**config.mk**
```make
export PLATFORM = sky130hd
export DESIGN_NAME = tfn_cell
export DESIGN_NICKNAME = d
export VERILOG_FILES = /design/src/tfn_pkg.sv /design/src/tfn_cell.sv
export SDC_FILE = /design/constraint.sdc
export NUM_CORES = 2
export LEC_CHECK = 0
export BUFFER_PORTS_ARGS = -buffer_cell sky130_fd_sc_hd__buf_2
export CELL_PAD_IN_SITES_DETAIL_PLACEMENT = 0
export CELL_PAD_IN_SITES_GLOBAL_PLACEMENT = 2
export CORE_AREA = 5 5 569 571
export CTS_BUF_LIST = sky130_fd_sc_hd__clkbuf_2
export CTS_CLUSTER_SIZE = 8
export DETAILED_ROUTE_END_ITERATION = 12
export DIE_AREA = 0 0 574 576
export GPL_TIMING_DRIVEN = 0
export MAX_ROUTING_LAYER = met4
export PLACE_DENSITY = 0.56
export SYNTH_ARGS = -nofsm -noshare
export SYNTH_HDL_FRONTEND = slang
export SYNTH_SLANG_ARGS = --single-unit
```
**constraint.sdc**
```tcl
create_clock -name clk -period 30.1 [get_ports clk]
set_clock_uncertainty 0.15 [all_clocks]
set_input_delay 4.515 -clock clk [delete_from_list [all_inputs] [get_ports clk]]
set_output_delay 4.515 -clock clk [all_outputs]
set_load 0.005 [all_outputs]
```
**src/tfn_pkg.sv**
```systemverilog
// shared types and widths for the triangle face normal block
package tfn_pkg;

  localparam int CoordW = 16;
  localparam int EdgeW  = 17;
  localparam int ProdW  = 34;
  localparam int CrossW = 34;
  localparam int MagW   = 33;
  localparam int SqW    = 66;
  localparam int SumW   = 68;
  localparam int RemW   = 104;
  localparam int QW     = 15;
  localparam int OutW   = 16;
  localparam int QBits  = 15;
  localparam int FracSh = 30;

  typedef struct packed {
    logic                      valid;
    logic                      last;
    logic                      deg;
    logic [SumW-1:0]           s;
    logic [2:0][RemW-1:0]      r;
    logic [2:0][RemW-1:0]      p;
    logic [2:0][QW-1:0]        q;
    logic [2:0]                neg;
  } tfn_cell_t;

endpackage

```
**src/tfn_cell.sv**
```systemverilog
// one quotient bit of all three components, restoring step on shifted terms
module tfn_cell import tfn_pkg::*; #(
  parameter int BIT = 0
) (
  input  logic      clk,
  input  logic      rst_n,
  input  logic      en,
  input  tfn_cell_t cell_in,
  output tfn_cell_t cell_out
);

  tfn_cell_t cell_nxt;
  tfn_cell_t cell_r;

  always_comb begin
    logic signed [RemW-1:0] sub;
    logic signed [RemW-1:0] diff;
    cell_nxt = cell_in;
    for (int i = 0; i < 3; i++) begin
      sub  = ($signed(cell_in.p[i]) <<< (BIT + 2))
           + ($signed(RemW'(cell_in.s)) <<< (2 * BIT + 2));
      diff = $signed(cell_in.r[i]) - sub;
      if (!diff[RemW-1]) begin
        cell_nxt.r[i] = diff;
        cell_nxt.p[i] = cell_in.p[i] + (RemW'(cell_in.s) << (BIT + 1));
        cell_nxt.q[i] = cell_in.q[i] | (QW'(1) << BIT);
      end
    end
  end

  always_ff @(posedge clk) begin
    if (!rst_n) begin
      cell_r.valid <= 1'b0;
    end else if (en) begin
      cell_r <= cell_nxt;
    end
  end

  assign cell_out = cell_r;

endmodule

```
---- Yosys cells after proc, flatten, opt, wreduce, memory -nomap -nowiden ----
Cells that the tools add are included.
storage, ports and cells
  flip-flop bits (word level) ............. 743
  bits in latches ......................... 0
  RAM bits ................................ 0
  bits in read-only memories .............. 0
  bits of input ports ..................... 746
  output and inout port bits .............. 743
  word-level logic and storage cells ...... 36
  memories ................................ 0
cells by class
  $add $sub $neg .......................... 9
  $mul .................................... 0
  divide/modulo/power cells ............... 0
  $lt $le $gt $ge ......................... 0
  equal/unequal tests ..................... 0
  shifts and indexed selects .............. 0
  muxes and demuxes ....................... 6
  bitwise logic cells ..................... 0
  reduce and logical (&&, ||, !) cells .... 1
operator list
  kind                                         count
  104-bit by 69-bit adder with 104-bit output  3
  104-bit by 71-bit adder with 104-bit output  3
  104-bit 2-to-1 mux                           3
  104-bit subtractor                           3
  103-bit 2-to-1 mux                           3
  2-bit AND reduction                          1

---- Logic depth before layout (Yosys ltp) ----
  depth in word-level cells ............... 3
  gate-level depth with buffers ........... 20
  mapped depth without buffers ............ 16

---- Least setup slack after synthesis ----
OpenSTA, ideal clock, no wires.
  path type ............................... input to register
  from .................................... in en
  to ...................................... reg cell_r, in the netlist cell_out[0], enable pin
  setup time .............................. 1.204 ns
  arrival ................................. 21.133 ns
  required time ........................... 28.746 ns
  path slack .............................. 7.614 ns
  cell stages on the path ................. 1
  path buffers ............................ 0
  path through ............................ and2_1
on the way
  cells in the longest elaborated chain, start to end .. 1
RTL lines
  element                        line            source
  start, declared                tfn_cell.sv:7   input logic en,
  2-bit AND reduction (no line)  -
  end signal, assigned           tfn_cell.sv:35  cell_r <= cell_nxt;
  end, declared                  tfn_cell.sv:13  tfn_cell_t cell_r;
Every way passes these cells.
A chain may end at the register's enable or synchronous reset.

==> out/results.ini <==
[status]
outcome=complete, no violations

[finish]
largest_reg_flops=743
final_common_cell=buf_2
n_fill_cell=35170
utilization=0.2592
fin_cells=13770
drive_above_1_share=0.2134
final_nets=10870
layout_common_cells=1545 x buf_2, 932 x nand2_1, 793 x o21ai_0
area_growth_pct=23.34

[clocking]
insertion_delay_ps=1780
cts_buffer_depth=4
holdBufCountCts=0
cts_setup_buffers=0
clk_pin_slew_ps=110
cts_tree=done
clockRootBuffer=clkbuf_2
cts.sinks=743
htree_num_levels=4
cts-buffers-inserted=237
ctsResizeCount=0

[timing]
rsz0062_at_grt=false
setup_ws_ps=18430
max_freq_mhz=85.70
fin_crit_sh=0.3877
hold_viol=0
setup_viol=0
relSlewSlack=0.03827
slew_viol_final=0
finalCriticalPeriod_ps=11670
tightest_slew_ps=1428
setup_tns_ps=0

[critical_path]
reg2reg_depth=2
crit_required_ps=31630
cp_data_arrival_time_ps=13200
path_cells=buf_2 -> inv_1 -> fa_1 -> ha_1 -> o21ai_0 -> a2111oi_1 -> clkdlybuf4s18_2 -> or3b_1 -> o22a_1 -> a31o_2 -> a32oi_2 -> o22ai_1 -> a211oi_1 -> a211o_1 -> buf_2 -> buf_2 -> buf_2 -> buf_2 -> nand2_1 -> o31ai_1
cp_slowest_stage_delay_ps=810
crit_cells=20
crit_buf_inv=7
start_kind=input port
path_max_fanout=10
critPathKind=input port to flip-flop
cp_common_cell=buf_2
crit_family=buffers and inverters
cp_slowest_cell=a211o_1
end_kind=flip-flop

[floorplan]
io_pins=1489
coreArea_um2=317300
die_y_um=576
rows=207
die_x_um=574
dieArea_um2=330600
initial_utilization=0.2101

[drt]
vias=66340
wl_um=432500
viasPerCell=4.816
wl_per_cell_um=31.40
drc=0
final_antenna_net_count=0
drt_iter0_drc=4675
dr.pass1.iters=6

[global_routing]
grt_use_met3=0.05630
use_met2=0.4044
grt_max_degree=68
grt_first_pass_wirelength_um=576100
grt.busiest_layer=met2
met1_usage=0.3240
antenna_found_initial=201
grtUsageTotal=0.2570
grt_pass1_vias=68080
grt-ovfl-total=0

[synthesis]
syn_area_um2=66670
synth_edf_count=742
yosysWarnings=0
async_reset_ff_frac=0
syn-num-nets=9122
postSynthAreaPerCell_um2=8.822
ys_ff_latch=743
seq_area_frac_synth=0.3345
synth_flop_cell=edfxtp_1
synth_cell_type_count=84
syn_inst=7557

[power_and_ir_drop]
powerDensity_nw_per_um2=56.13
power_leakage_uw=0.03580
power_switching_uw=2213
p_total_uw=4615
clock_power_share=0.191
p_int_uw=2402
pwr-share-comb=0.506
ir_drop_v=0.00002816
p_seq_frac=0.302
switching_share=0.4795

[min_path]
hp-class=flip-flop to flip-flop
whs_path_depth=2

[flow_run]
drv_cap=0

[place]
placedCellCount=13250
hpwl_um=375200
routabilityCongestion=0.9442
pre_cts_slack_ps=16240
io_buffers=1488

[worst reg2reg max path, stage by stage (launching register included)]
cell and delay, ps:
dfxtp_1 320, mux2i_1 120, nor2b_1 60
[area by class of cell]
type | count | area, um^2 | area share
clock inverter | 83 | 412.9 | 0.005022
buffer | 318 | 1280 | 0.01557
multi-input combinational | 5765 | 40420 | 0.4916
inverter | 731 | 2744 | 0.03337
antenna | 104 | 260.3 | 0.003165
sequential | 743 | 22300 | 0.2712
tap | 4180 | 5230 | 0.06361
clock buffer | 340 | 1702 | 0.02069
timing repair buffer | 1510 | 7874 | 0.09576
[routing by layer]
metal | vias up | share of wire
li1 | 30730 | -
met1 | 32680 | 0.44
met2 | 2289 | 0.45
met3 | 634 | 0.063
met4 | 0 | 0.041
met5 | - | 0
[Yosys cell counts (16+ instances only)]
| library cell | number | share of area |
|---|---|---|
| a211oi_1 | 47 | 0.0053 |
| and3_1 | 45 | 0.0042 |
| nand4_1 | 201 | 0.019 |
| xor2_1 | 237 | 0.031 |
| o21a_1 | 66 | 0.0074 |
| ha_1 | 612 | 0.11 |
| a41oi_1 | 18 | 0.0024 |
| edfxtp_1 | 742 | 0.33 |
| o31ai_1 | 38 | 0.0043 |
| o21ai_0 | 794 | 0.060 |
| mux2_2 | 16 | 0.0027 |
| xnor2_1 | 356 | 0.047 |
| nor3_1 | 117 | 0.0088 |
| nand2b_1 | 51 | 0.0048 |
| or3_1 | 22 | 0.0021 |
| nor2_1 | 362 | 0.020 |
| o21bai_1 | 121 | 0.014 |
| a21o_1 | 280 | 0.032 |
| a21boi_0 | 16 | 0.0018 |
| inv_1 | 731 | 0.041 |
| nand2_1 | 932 | 0.052 |
| a221oi_1 | 16 | 0.0021 |
| or2_2 | 23 | 0.0022 |
| a211o_1 | 24 | 0.0032 |
| fa_1 | 207 | 0.062 |
| a31oi_1 | 49 | 0.0046 |
| nor2b_1 | 41 | 0.0038 |
| o211ai_1 | 34 | 0.0038 |
| a21oi_1 | 656 | 0.049 |
| clkbuf_1 | 258 | 0.015 |
| and2_1 | 33 | 0.0031 |
| a2111oi_0 | 16 | 0.0021 |
| nand3_1 | 123 | 0.0092 |
| buf_2 | 53 | 0.0040 |
| o41ai_1 | 18 | 0.0024 |
| nor4_1 | 35 | 0.0033 |
[through the flow]
step                      instance area, um^2  hold slack, ps
final                                   82230           382.3
after global placement                  79340           343.4
after global routing                    82170           435.4
after detailed placement                79850           363.9
after CTS                               81960           385.1
after floorplan                         66670           357.3
[power groups by stage]
stage	clock, uW	combinational [uW]	sequential, uW
6_report	884	2340	1390
5_1_grt	989	2550	1410
4_1_cts	940	2360	1400
3_5_place_dp	0	2350	1420
3_3_place_gp	0	2360	1470
2_1_floorplan	0	1230	1460
[kinds of logic after synthesis]
group	after synthesis	share of synthesized area
compound gates	2301	0.2080
simple gates	2034	0.1394
buf+inv	1049	0.06010
fa+ha+maj	819	0.1770
flops	743	0.3345
xor+xnor	593	0.07791
mux	18	0.003003
[worst paths after layout]
path                                      to                       start  slack, ps
setup reg to reg  cell_out[742]$_SDFFE_PN0P_  cell_out[742]$_SDFFE_PN0P_      29360
hold / removal    cell_out[742]$_SDFFE_PN0P_  cell_out[742]$_SDFFE_PN0P_        380
setup / recovery     cell_out[557]$_DFFE_PP_                cell_in[673]      18430
hold reg to reg   cell_out[742]$_SDFFE_PN0P_  cell_out[742]$_SDFFE_PN0P_        380
Power figures use the tool's default switching activity.
